[src/rtl/ordered_byte_set_engine_top_assert.svh]
// Assertion macros for the ordered byte set engine.
`ifndef ORDERED_BYTE_SET_ENGINE_TOP_ASSERT_SVH
`define ORDERED_BYTE_SET_ENGINE_TOP_ASSERT_SVH
`ifndef SYNTHESIS
`define OBSE_ASSERT_IMPLY(lbl, clk, rst_n, ante, cons, msg) \
  lbl: assert property (@(posedge clk) disable iff (!rst_n) (ante) |-> (cons)) \
    else $error(msg);
`define OBSE_ASSERT_NEXT(lbl, clk, rst_n, ante, cons, msg) \
  lbl: assert property (@(posedge clk) disable iff (!rst_n) (ante) |=> (cons)) \
    else $error(msg);
`else
`define OBSE_ASSERT_IMPLY(lbl, clk, rst_n, ante, cons, msg)
`define OBSE_ASSERT_NEXT(lbl, clk, rst_n, ante, cons, msg)
`endif
`endif

[src/rtl/obse_pkg.sv]
// Types and constants shared by the ordered byte set engine.
package obse_pkg;

  localparam int CMD_W  = 3;
  localparam int ELEM_W = 8;
  localparam int POS_W  = 9;
  localparam int SIZE_W = 9;

  localparam logic [CMD_W-1:0] CMD_INSERT = 3'd0;
  localparam logic [CMD_W-1:0] CMD_DELETE = 3'd1;
  localparam logic [CMD_W-1:0] CMD_SEARCH = 3'd2;
  localparam logic [CMD_W-1:0] CMD_SELECT = 3'd3;
  localparam logic [CMD_W-1:0] CMD_CLEAR  = 3'd4;

  typedef enum logic [2:0] {
    OP_INSERT,
    OP_DELETE,
    OP_SEARCH,
    OP_SELECT,
    OP_CLEAR,
    OP_NOP
  } op_e;

  typedef enum logic [1:0] {
    ST_OK      = 2'd0,
    ST_ABSENT  = 2'd1,
    ST_PRESENT = 2'd2
  } status_e;

  typedef enum logic [1:0] {
    B_IDLE,
    B_ACCESS,
    B_SCAN
  } back_state_e;

  typedef struct packed {
    op_e               op;
    logic [ELEM_W-1:0] element;
    logic [POS_W-1:0]  position;
    logic              rank_zero;
  } cmd_t;

  typedef struct packed {
    status_e           status;
    logic              found;
    logic [ELEM_W-1:0] element;
    logic [SIZE_W-1:0] set_size;
  } res_t;

endpackage

[src/rtl/obse_fifo.sv]
// Two-entry queue that decouples the stages of the set engine.
module obse_fifo #(
  parameter int WIDTH = 1
) (
  input  logic             clk_i,
  input  logic             rst_ni,
  input  logic             push_i,
  input  logic [WIDTH-1:0] data_i,
  output logic             full_o,
  input  logic             pop_i,
  output logic [WIDTH-1:0] data_o,
  output logic             empty_o
);

  localparam int DEPTH = 2;
  localparam int PTR_W = $clog2(DEPTH);
  localparam int CNT_W = $clog2(DEPTH + 1);

  logic [WIDTH-1:0] mem_q [DEPTH];
  logic [PTR_W-1:0] wr_ptr_q, wr_ptr_d;
  logic [PTR_W-1:0] rd_ptr_q, rd_ptr_d;
  logic [CNT_W-1:0] cnt_q, cnt_d;
  logic             do_push;
  logic             do_pop;

  assign full_o  = (cnt_q == CNT_W'(DEPTH));
  assign empty_o = (cnt_q == '0);
  assign data_o  = mem_q[rd_ptr_q];
  assign do_push = push_i && !full_o;
  assign do_pop  = pop_i && !empty_o;

  always_comb begin
    wr_ptr_d = do_push ? wr_ptr_q + PTR_W'(1) : wr_ptr_q;
    rd_ptr_d = do_pop ? rd_ptr_q + PTR_W'(1) : rd_ptr_q;
    cnt_d    = cnt_q;
    if (do_push && !do_pop) begin
      cnt_d = cnt_q + CNT_W'(1);
    end else if (do_pop && !do_push) begin
      cnt_d = cnt_q - CNT_W'(1);
    end
  end

  always_ff @(posedge clk_i or negedge rst_ni) begin
    if (!rst_ni) begin
      wr_ptr_q <= '0;
      rd_ptr_q <= '0;
      cnt_q    <= '0;
    end else begin
      wr_ptr_q <= wr_ptr_d;
      rd_ptr_q <= rd_ptr_d;
      cnt_q    <= cnt_d;
    end
  end

  always_ff @(posedge clk_i) begin
    if (do_push) begin
      mem_q[wr_ptr_q] <= data_i;
    end
  end

endmodule

[src/rtl/obse_front.sv]
// Front stage: classifies an incoming command word into an operation.
module obse_front import obse_pkg::*; (
  input  logic [CMD_W-1:0]  command_i,
  input  logic [ELEM_W-1:0] element_i,
  input  logic [POS_W-1:0]  position_i,
  output cmd_t              cmd_o
);

  always_comb begin
    cmd_o.element   = element_i;
    cmd_o.position  = position_i;
    cmd_o.rank_zero = (position_i == '0);
    case (command_i)
      CMD_INSERT: cmd_o.op = OP_INSERT;
      CMD_DELETE: cmd_o.op = OP_DELETE;
      CMD_SEARCH: cmd_o.op = OP_SEARCH;
      CMD_SELECT: cmd_o.op = OP_SELECT;
      CMD_CLEAR:  cmd_o.op = OP_CLEAR;
      default:    cmd_o.op = OP_NOP;
    endcase
  end

endmodule

[src/rtl/obse_back.sv]
// Back stage: presence map memory, member count and the command sequencer.
`include "ordered_byte_set_engine_top_assert.svh"
module obse_back import obse_pkg::*; #(
  parameter int ELEMENT_BITS = 8
) (
  input  logic clk_i,
  input  logic rst_ni,
  input  logic cmd_valid_i,
  input  cmd_t cmd_i,
  output logic cmd_pop_o,
  input  logic res_full_i,
  output logic res_push_o,
  output res_t res_o
);

  localparam int ROW_LOG  = ELEMENT_BITS / 2;
  localparam int ROW_BITS = 1 << ROW_LOG;
  localparam int ADDR_W   = ELEMENT_BITS - ROW_LOG;
  localparam int NUM_ROWS = 1 << ADDR_W;
  localparam int CNT_W    = ELEMENT_BITS + 1;
  localparam int CMP_W    = (CNT_W > POS_W) ? CNT_W : POS_W;
  localparam int POP_W    = ROW_LOG + 1;

  back_state_e state_q, state_d;
  cmd_t        cur_q, cur_d;
  logic [CNT_W-1:0]    count_q, count_d;
  logic [CMP_W-1:0]    rem_q, rem_d;
  logic [ADDR_W-1:0]   chk_ptr_q, chk_ptr_d;
  logic [NUM_ROWS-1:0] row_vld_q;
  logic [ROW_BITS-1:0] mem [NUM_ROWS];
  logic [ROW_BITS-1:0] rdata_q;
  logic                rvld_q;

  logic [ADDR_W-1:0]       raddr;
  logic                    we;
  logic [ROW_BITS-1:0]     wdata;
  logic                    clr_all;
  logic [ROW_BITS-1:0]     row;
  logic [POP_W-1:0]        pop;
  logic [ROW_LOG-1:0]      hit_idx;
  logic [ELEMENT_BITS-1:0] elem_in;
  logic [ELEMENT_BITS-1:0] elem_cur;
  logic [ADDR_W-1:0]       cur_row;
  logic [ROW_LOG-1:0]      cur_bit;
  logic [ROW_BITS-1:0]     cur_mask;
  logic                    cur_hit;
  logic [CMP_W-1:0]        pos_ext;
  logic [CMP_W-1:0]        pop_ext;
  logic                    room_ok;
  logic                    scan_last;
  logic                    scan_hit;
  logic                    clear_taken;
  logic                    set_empty;
  logic                    insert_new;
  logic                    count_grows;

  assign row      = rvld_q ? rdata_q : '0;
  assign pop      = POP_W'($countones(row));
  assign pop_ext  = CMP_W'(pop);
  assign elem_in  = ELEMENT_BITS'(cmd_i.element);
  assign elem_cur = ELEMENT_BITS'(cur_q.element);
  assign cur_row  = elem_cur[ELEMENT_BITS-1:ROW_LOG];
  assign cur_bit  = elem_cur[ROW_LOG-1:0];
  assign cur_mask = ROW_BITS'(1) << cur_bit;
  assign cur_hit  = row[cur_bit];
  assign pos_ext  = CMP_W'(cmd_i.position);

  assign room_ok     = cmd_valid_i && !res_full_i;
  assign scan_last   = (state_q == B_SCAN) && (chk_ptr_q == ADDR_W'(NUM_ROWS - 1));
  assign scan_hit    = (rem_q <= pop_ext);
  assign clear_taken = cmd_pop_o && (cmd_i.op == OP_CLEAR);
  assign set_empty   = (count_q == '0) && (row_vld_q == '0);
  assign insert_new  = (state_q == B_ACCESS) && (cur_q.op == OP_INSERT) && !cur_hit;
  assign count_grows = (count_d == count_q + CNT_W'(1));

  // Locates the set bit whose inclusive prefix count equals the remaining rank.
  always_comb begin
    logic [ROW_BITS-1:0] pmask;
    logic [CMP_W-1:0]    pre;
    hit_idx = '0;
    for (int i = 0; i < ROW_BITS; i++) begin
      pmask = {ROW_BITS{1'b1}} >> (ROW_BITS - 1 - i);
      pre   = CMP_W'($countones(row & pmask));
      if (row[i] && (pre == rem_q)) begin
        hit_idx = ROW_LOG'(i);
      end
    end
  end

  always_comb begin
    state_d        = state_q;
    cur_d          = cur_q;
    count_d        = count_q;
    rem_d          = rem_q;
    chk_ptr_d      = chk_ptr_q;
    raddr          = chk_ptr_q + ADDR_W'(1);
    we             = 1'b0;
    wdata          = row;
    clr_all        = 1'b0;
    cmd_pop_o      = 1'b0;
    res_push_o     = 1'b0;
    res_o.status   = ST_OK;
    res_o.found    = 1'b0;
    res_o.element  = '0;
    case (state_q)
      B_IDLE: begin
        raddr = elem_in[ELEMENT_BITS-1:ROW_LOG];
        if (cmd_valid_i && !res_full_i) begin
          cmd_pop_o = 1'b1;
          cur_d     = cmd_i;
          case (cmd_i.op)
            OP_INSERT, OP_DELETE, OP_SEARCH: begin
              state_d = B_ACCESS;
            end
            OP_SELECT: begin
              if (cmd_i.rank_zero || (pos_ext > CMP_W'(count_q))) begin
                res_push_o   = 1'b1;
                res_o.status = ST_ABSENT;
              end else begin
                raddr     = '0;
                chk_ptr_d = '0;
                rem_d     = pos_ext;
                state_d   = B_SCAN;
              end
            end
            OP_CLEAR: begin
              clr_all    = 1'b1;
              count_d    = '0;
              res_push_o = 1'b1;
            end
            default: begin
              res_push_o = 1'b1;
            end
          endcase
        end
      end
      B_ACCESS: begin
        res_push_o = 1'b1;
        state_d    = B_IDLE;
        case (cur_q.op)
          OP_INSERT: begin
            if (cur_hit) begin
              res_o.status = ST_PRESENT;
            end else begin
              we      = 1'b1;
              wdata   = row | cur_mask;
              count_d = count_q + CNT_W'(1);
            end
          end
          OP_DELETE: begin
            if (!cur_hit) begin
              res_o.status = ST_ABSENT;
            end else begin
              we      = 1'b1;
              wdata   = row & ~cur_mask;
              count_d = count_q - CNT_W'(1);
            end
          end
          OP_SEARCH: begin
            res_o.found = cur_hit;
          end
          default: begin
          end
        endcase
      end
      B_SCAN: begin
        if (rem_q <= pop_ext) begin
          res_push_o    = 1'b1;
          res_o.found   = 1'b1;
          res_o.element = ELEM_W'({chk_ptr_q, hit_idx});
          state_d       = B_IDLE;
        end else begin
          rem_d     = rem_q - pop_ext;
          chk_ptr_d = chk_ptr_q + ADDR_W'(1);
        end
      end
      default: begin
        state_d = B_IDLE;
      end
    endcase
    res_o.set_size = SIZE_W'(count_d);
  end

  always_ff @(posedge clk_i or negedge rst_ni) begin
    if (!rst_ni) begin
      state_q   <= B_IDLE;
      count_q   <= '0;
      row_vld_q <= '0;
      rvld_q    <= 1'b0;
    end else begin
      state_q <= state_d;
      count_q <= count_d;
      rvld_q  <= row_vld_q[raddr];
      if (clr_all) begin
        row_vld_q <= '0;
      end else if (we) begin
        row_vld_q[cur_row] <= 1'b1;
      end
    end
  end

  always_ff @(posedge clk_i) begin
    cur_q     <= cur_d;
    rem_q     <= rem_d;
    chk_ptr_q <= chk_ptr_d;
  end

  always_ff @(posedge clk_i) begin
    if (we) begin
      mem[cur_row] <= wdata;
    end
    rdata_q <= mem[raddr];
  end

  `OBSE_ASSERT_IMPLY(a_pop_room, clk_i, rst_ni, cmd_pop_o, room_ok, "Command taken without room.")
  `OBSE_ASSERT_IMPLY(a_scan_bound, clk_i, rst_ni, scan_last, scan_hit, "Select ran past the map.")
  `OBSE_ASSERT_NEXT(a_clear_count, clk_i, rst_ni, clear_taken, set_empty, "Clear left members.")
  `OBSE_ASSERT_IMPLY(a_insert_count, clk_i, rst_ni, insert_new, count_grows, "Insert kept count.")

endmodule

[src/rtl/ordered_byte_set_engine_top.sv]
// Top level of the ordered byte set engine.
//
// Command words enter through a queue-style port: a word is taken at a
// rising edge where push is high and full is low. Each word carries a
// command, an element and a 1-based select position. Every command gives
// exactly one result word, read through a second queue-style port: the
// oldest result shows on the result ports while empty is low and leaves at
// an edge where pop is high.
// Insert, delete and search pass through the idle and access states of
// the back stage; clear, an unused command or a select with a bad position
// is answered from the idle state. A valid select walks the map one row
// per cycle, up to 16 rows with the default element width; the row read
// port sets that pace.
// Two-entry queues stand before and after the back stage, so commands are
// still taken while results wait. When the receiver stalls, the result
// queue fills, the back stage holds, and full rises once the command queue
// fills as well.
// Reset empties the set, the count and both queues at once.
module ordered_byte_set_engine_top import obse_pkg::*; #(
  parameter int ELEMENT_BITS = 8
) (
  input  logic              clk_i,
  input  logic              rst_ni,
  input  logic              push,
  output logic              full,
  input  logic [CMD_W-1:0]  command_i,
  input  logic [ELEM_W-1:0] element_i,
  input  logic [POS_W-1:0]  position_i,
  output logic              empty,
  input  logic              pop,
  output logic [1:0]        status_o,
  output logic              found_o,
  output logic [ELEM_W-1:0] result_element_o,
  output logic [SIZE_W-1:0] set_size_o
);

  cmd_t front_cmd;
  cmd_t back_cmd;
  logic cmd_empty;
  logic cmd_pop;
  logic res_full;
  logic res_push;
  res_t back_res;
  res_t out_res;

  obse_front u_front (
    .command_i  (command_i),
    .element_i  (element_i),
    .position_i (position_i),
    .cmd_o      (front_cmd)
  );

  obse_fifo #(
    .WIDTH ($bits(cmd_t))
  ) u_cmd_queue (
    .clk_i   (clk_i),
    .rst_ni  (rst_ni),
    .push_i  (push),
    .data_i  (front_cmd),
    .full_o  (full),
    .pop_i   (cmd_pop),
    .data_o  (back_cmd),
    .empty_o (cmd_empty)
  );

  obse_back #(
    .ELEMENT_BITS (ELEMENT_BITS)
  ) u_back (
    .clk_i       (clk_i),
    .rst_ni      (rst_ni),
    .cmd_valid_i (!cmd_empty),
    .cmd_i       (back_cmd),
    .cmd_pop_o   (cmd_pop),
    .res_full_i  (res_full),
    .res_push_o  (res_push),
    .res_o       (back_res)
  );

  obse_fifo #(
    .WIDTH ($bits(res_t))
  ) u_res_queue (
    .clk_i   (clk_i),
    .rst_ni  (rst_ni),
    .push_i  (res_push),
    .data_i  (back_res),
    .full_o  (res_full),
    .pop_i   (pop),
    .data_o  (out_res),
    .empty_o (empty)
  );

  assign status_o         = out_res.status;
  assign found_o          = out_res.found;
  assign result_element_o = out_res.element;
  assign set_size_o       = out_res.set_size;

endmodule

[config.mk]
export PLATFORM = sky130hd
export DESIGN_NAME = ordered_byte_set_engine_top
export DESIGN_NICKNAME = d
export VERILOG_FILES = /design/src/rtl/obse_pkg.sv /design/src/rtl/obse_fifo.sv /design/src/rtl/obse_front.sv /design/src/rtl/obse_back.sv /design/src/rtl/ordered_byte_set_engine_top.sv
export VERILOG_INCLUDE_DIRS = /design/src /design/src/rtl
export SDC_FILE = /design/constraint.sdc
export NUM_CORES = 1
export LEC_CHECK = 0
export ABC_CLOCK_PERIOD_IN_PS = 8000
export BUFFER_PORTS_ARGS = -buffer_cell sky130_fd_sc_hd__buf_2
export CAP_MARGIN = 30
export CORE_MARGIN = 10
export CORE_UTILIZATION = 63
export CTS_CLUSTER_DIAMETER = 200
export CTS_CLUSTER_SIZE = 25
export DETAILED_ROUTE_END_ITERATION = 6
export GPL_TIMING_DRIVEN = 0
export HOLD_SLACK_MARGIN = 0.15
export PLACE_DENSITY = 0.77
export RECOVER_POWER = 100
export SLEW_MARGIN = 25
export SYNTH_ARGS = -nofsm -noshare
export SYNTH_HDL_FRONTEND = slang
export SYNTH_SLANG_ARGS = --single-unit
[constraint.sdc]
create_clock -name clk_i -period 8 [get_ports clk_i]
set_input_delay 1.2 -clock clk_i [delete_from_list [all_inputs] [get_ports clk_i]]
set_output_delay 1.2 -clock clk_i [all_outputs]
set_load 0.05 [all_outputs]
==> PnR_summary.wiki <==
{| class="wikitable"
! Metric !! Value
|-
| Number of design-rule violations left by the first detailed-router iteration || around 1,900
|-
| Post-DP HPWL || roughly 40,000 µm
|-
| Clock-pin transition on the worst setup and hold timing paths || roughly 0.10 ns
|-
| Vias in the first global route || around 14,000
|-
| Rel. slew slack || -55.9%
|-
| Final #Nets || 1,872
|-
| Post-synth net total || about 1,800
|-
| Layout area overhead || 7.53%
|-
| Combinational family with the most area after synthesis || compound AO/OA/AOI/OAI gates
|-
| Chip Width || slightly above 200 µm
|-
| Final period demand of the worst path || ~7.6 ns
|-
| Peak-usage layer in the global routing report || met2
|-
| Number of sinks handled by clock tree synthesis || roughly 410
|-
| Result of the run || finished with violations
|-
| Total gr overflow || 0
|-
| Layout filler cell count || between 2,000 and 2,500
|-
| Met3 track utilization from global routing || about 3.1%
|-
| Pre-antenna DRT Iters || 6
|-
| Share of synthesized cell area in and, or, nand and nor gates || about a tenth
|-
| Sequential cell area fraction in the yosys report || between 50 and 60%
|-
| Pre-CTS worst setup slack || -0.735 ns
|-
| Post-route setup slack || 0.365 ns
|-
| Number of port buffers || 45
|-
| WP data arrival || about 8 ns
|-
| Number of buffers created by CTS || 20
|-
| Std-Cell Rows || 66
|-
| Xor and xnor fraction of the mapped netlist area || 3.41%
|-
| Average wire length per cell after detail routing || roughly 24 µm
|-
| Tightest Pin Transition || between 2 and 2.5 ns
|-
| Reg-to-reg setup timing slack || approximately 0.37 ns
|-
| Met1 Resource Use GR || approximately 34%
|-
| Number of max-cap violations || 4
|-
| Syn. warnings || 0
|-
| Fraction of registers with async set/reset || around 8.7%
|-
| Buffers from clock root to sink, at most || 3
|-
| Hold Vio Cnt, Final || 0
|-
| Drt via density || between 6 and 7
|-
| Predominant post-synthesis flop cell || sky130_fd_sc_hd__edfxtp_1
|-
| Residual DRC || 0
|-
| Antenna violations before repair || 0
|-
| Path class of the lowest-slack min-delay path || reg -> reg
|-
| Pin count of the biggest net entering global routing || 37
|-
| Count of pins on the block boundary || 46
|-
| Count of nets left with antenna violations after detail routing || 0
|-
| H-tree level count || 1
|-
| Via count of the routed design || ~15,000
|-
| Total routing usage reported by global routing || between 20% and 30%
|-
| Source-to-sink clock delay at the later pin of the worst-skew pair || ~0.55 ns
|-
| Number of synthesized flops with an enable pin || 362
|-
| Critical path class || reg -> reg
|-
| Met2 usage || between 40% and 50%
|-
| Count of final setup violators || 0
|-
| Complex-gate fraction of the synthesized area || roughly 14%
|-
| Final weighted congestion in routability-driven placement || ~0.94
|-
| Fraction of final layout cells sized beyond drive strength 1 || roughly 6.4%
|-
| Post-CTS Hold Fix Bufs || 0
|-
| Global-route wire length before repair || roughly 84,000 µm
|-
| Arithmetic-cell share of the synthesized area counting full adders, half adders and majority gates || 5.43%
|-
| Peak supply drop || between 0.3 and 0.4 mV
|-
| Final-layout worst hold slack || 0.493 ns
|-
| Post-synthesis mux area share || under 10%
|-
| Post-synthesis area per instance || between 10 and 15 µm²
|-
| Timing-limited maximum frequency || between 100 and 150 MHz
|-
| Leading cell type in the layout, fill and taps excluded || sky130_fd_sc_hd__edfxtp_1
|-
| Worst Setup End Kind || flop
|-
| N_diodes || 0
|-
| Summed instance area of the synthesized netlist || between 20,000 and 25,000 µm²
|-
| Element type at the critical path start || flop
|-
| Chip Height || just over 200 µm
|-
| CP Data Required Time || ~8.3 ns
|-
| Gate count of the mapped netlist || roughly 1,700
|-
| Floorplan die area || roughly 41,000 µm²
|-
| Clock tree from TritonCTS || done
|-
| Violations in the final reports || max-capacitance violations, max-slew violations
|-
| Buffer type at the clock tree root || sky130_fd_sc_hd__clkbuf_16
|-
| Power density relative to cell area || 414 nW/µm²
|-
| Leakage power of the design || between 7 and 8 nW
|-
| Leading cell types in the layout, fill and taps excluded || 362 x sky130_fd_sc_hd__edfxtp_1, 170 x sky130_fd_sc_hd__clkbuf_1, 80 x sky130_fd_sc_hd__mux2i_1
|-
| Initial Utilization || between 60 and 70%
|-
| Number of distinct standard cells referenced by the synthesized netlist || 86
|-
| Post-CTS Setup Inserts || 0
|-
| Final cycle utilization of the critical path || 95.4%
|-
| Total wirelength of the detailed-routed design || approximately 54,000 µm
|-
| Largest fanout of any net on the critical path || 15
|-
| Std-Cell Core Area || 32,700 µm²
|-
| Flops & latches, synth || a little over 400
|-
| Pins Over Slew Limit || 52
|-
| Worst clock skew || ~0.032 ns
|}
[cell families after synthesis]
logic type | after synthesis
adder cells (fa/ha/maj) | 80
multiplexers | 120
buffers and inverters | 167
AND/OR/NAND/NOR | 376
AO/OA/AOI/OAI | 413
flip-flops | 414
XOR/XNOR | 80
[state kept, by name (all words and copies together) (netlist names), 3 cells and up]
name / flops
u_back.mem: 256
u_cmd_queue.mem_q: 42
u_res_queue.mem_q: 40
u_back.rdata_q: 16
u_back.row_vld_q: 16
u_back.count_q: 9
u_back.rem_q: 9
u_back.elem_cur: 8
u_back.chk_ptr_q: 4
u_back.cur_q: 3
[repair_timing]
| action | CTS | global route |
|---|---|---|
| pin swaps | 0 | 0 |
| gates resized for setup | 3 | 6 |
| endpoints found under the setup margin | 48 | 55 |
[synthesized netlist by cell type (5+ instances only)]
master / count / area [µm²]
sky130_fd_sc_hd__or2_2: 5 / 31.3
sky130_fd_sc_hd__nor3_1: 30 / 150
sky130_fd_sc_hd__o211ai_1: 69 / 518
sky130_fd_sc_hd__or3_1: 23 / 144
sky130_fd_sc_hd__fa_1: 19 / 380
sky130_fd_sc_hd__o22ai_1: 40 / 250
sky130_fd_sc_hd__nand4_1: 12 / 75.1
sky130_fd_sc_hd__clkbuf_1: 64 / 240
sky130_fd_sc_hd__nand2b_1: 11 / 68.8
sky130_fd_sc_hd__o31ai_1: 18 / 135
sky130_fd_sc_hd__or4_1: 10 / 75.1
sky130_fd_sc_hd__mux2i_1: 80 / 801
sky130_fd_sc_hd__dfrtp_1: 36 / 901
sky130_fd_sc_hd__ha_1: 59 / 738
sky130_fd_sc_hd__mux2_2: 37 / 417
sky130_fd_sc_hd__a211o_1: 7 / 61.3
sky130_fd_sc_hd__nand2_1: 65 / 244
sky130_fd_sc_hd__nand4b_1: 5 / 43.8
sky130_fd_sc_hd__o21a_1: 18 / 135
sky130_fd_sc_hd__nor2b_1: 28 / 175
sky130_fd_sc_hd__edfxtp_1: 362 / 10900
sky130_fd_sc_hd__a222oi_1: 33 / 330
sky130_fd_sc_hd__a21oi_1: 42 / 210
sky130_fd_sc_hd__dfxtp_1: 16 / 320
sky130_fd_sc_hd__inv_1: 71 / 267
sky130_fd_sc_hd__buf_2: 19 / 95.1
sky130_fd_sc_hd__nand3_1: 52 / 260
sky130_fd_sc_hd__a22o_1: 5 / 43.8
sky130_fd_sc_hd__nor4_1: 10 / 62.6
sky130_fd_sc_hd__and2_1: 57 / 357
sky130_fd_sc_hd__o21ai_0: 51 / 255
sky130_fd_sc_hd__nor2_1: 47 / 176
sky130_fd_sc_hd__xor2_1: 29 / 254
sky130_fd_sc_hd__a31oi_1: 9 / 56.3
sky130_fd_sc_hd__a21o_1: 6 / 45.0
sky130_fd_sc_hd__xnor2_1: 50 / 438
sky130_fd_sc_hd__and3_1: 5 / 31.3
sky130_fd_sc_hd__a221oi_1: 17 / 149
sky130_fd_sc_hd__a211oi_1: 20 / 150
sky130_fd_sc_hd__a22oi_1: 19 / 143
sky130_fd_sc_hd__a21boi_0: 18 / 135
[stage by stage]
| stage | utilization, % | power [mW] | area [µm²] | setup TNS, ns | instances |
|---|---|---|---|---|---|
| final | 68.9 | 9.33 | 22500 | 0 | 2226 |
| after global routing | 68.9 | 9.79 | 22500 | -0.0141 | 2226 |
| after CTS | 70.2 | 9.34 | 23000 | 0 | 2222 |
| after detailed placement | 68.4 | 8.20 | 22400 | -24.40 | 2187 |
| after global placement | 66.5 | 7.95 | 21700 | -44.61 | 2137 |
| after floorplan | - | 6.60 | 21000 | 0 | 1650 |
[power by group]
| group | switching (mW) | total (mW) | internal (mW) |
|---|---|---|---|
| clock | 0.642 | 1.14 | 0.501 |
| combinational | 3.35 | 5.03 | 1.69 |
| sequential | 0.228 | 3.15 | 2.92 |
[area by class of cell]
| type | instances | area, µm² | share of cell area (%) |
|---|---|---|---|
| Timing Repair Buffer | 99 | 393 | 1.74 |
| Buffer | 91 | 392 | 1.74 |
| Clock buffer | 35 | 578 | 2.57 |
| Multi-Input combinational cell | 1069 | 8230 | 36.5 |
| Sequential cell | 414 | 12100 | 53.7 |
| Clock inverter | 1 | 16.3 | 0.0722 |
| Inverter | 75 | 282 | 1.25 |
| Tap cell | 442 | 553 | 2.45 |
[worst paths after layout]
check / from / end / cells after the start
max: u_back.rvld_q / u_res_queue.mem_q[0][11] / 26
min: u_cmd_queue.wr_ptr_q / u_cmd_queue.wr_ptr_q / 1
max reg2reg: u_back.rvld_q / u_res_queue.mem_q[0][11] / 26
min reg2reg: u_cmd_queue.wr_ptr_q / u_cmd_queue.wr_ptr_q / 1
max in group asynchronous: rst_ni / u_back.rvld_q / 2
min in group asynchronous: rst_ni / u_back.row_vld_q[11] / 1
[critical path: stages (launching register included)]
cell                       delay [ns]
sky130_fd_sc_hd__dfrtp_2         0.52
sky130_fd_sc_hd__clkbuf_1        0.34
sky130_fd_sc_hd__nand2_1         0.20
sky130_fd_sc_hd__inv_1           0.16
sky130_fd_sc_hd__ha_1            0.27
sky130_fd_sc_hd__inv_1           0.08
sky130_fd_sc_hd__fa_1            0.22
sky130_fd_sc_hd__inv_1           0.06
sky130_fd_sc_hd__ha_1            0.44
sky130_fd_sc_hd__inv_1           0.15
sky130_fd_sc_hd__fa_1            0.52
sky130_fd_sc_hd__clkbuf_1        0.37
sky130_fd_sc_hd__xor2_1          0.18
sky130_fd_sc_hd__fa_1            0.56
sky130_fd_sc_hd__inv_1           0.05
sky130_fd_sc_hd__ha_1            0.21
sky130_fd_sc_hd__fa_1            0.50
sky130_fd_sc_hd__inv_1           0.05
sky130_fd_sc_hd__ha_1            0.32
sky130_fd_sc_hd__o21ai_0         0.13
sky130_fd_sc_hd__a21boi_0        0.23
sky130_fd_sc_hd__nor3_1          0.17
sky130_fd_sc_hd__o21ai_0         0.22
sky130_fd_sc_hd__or2_2           0.49
sky130_fd_sc_hd__a211oi_4        0.39
sky130_fd_sc_hd__nor2b_4         0.31
sky130_fd_sc_hd__buf_6           0.21
[per-layer routing]
metal | routed length (µm) | part of all wire, %
met4 | 2180 | 4.0
met2 | 25900 | 48
met3 | 4550 | 8.4
met1 | 21400 | 40
met5 | 0 | 0
Note: power is estimated with default switching activity, not from simulation.
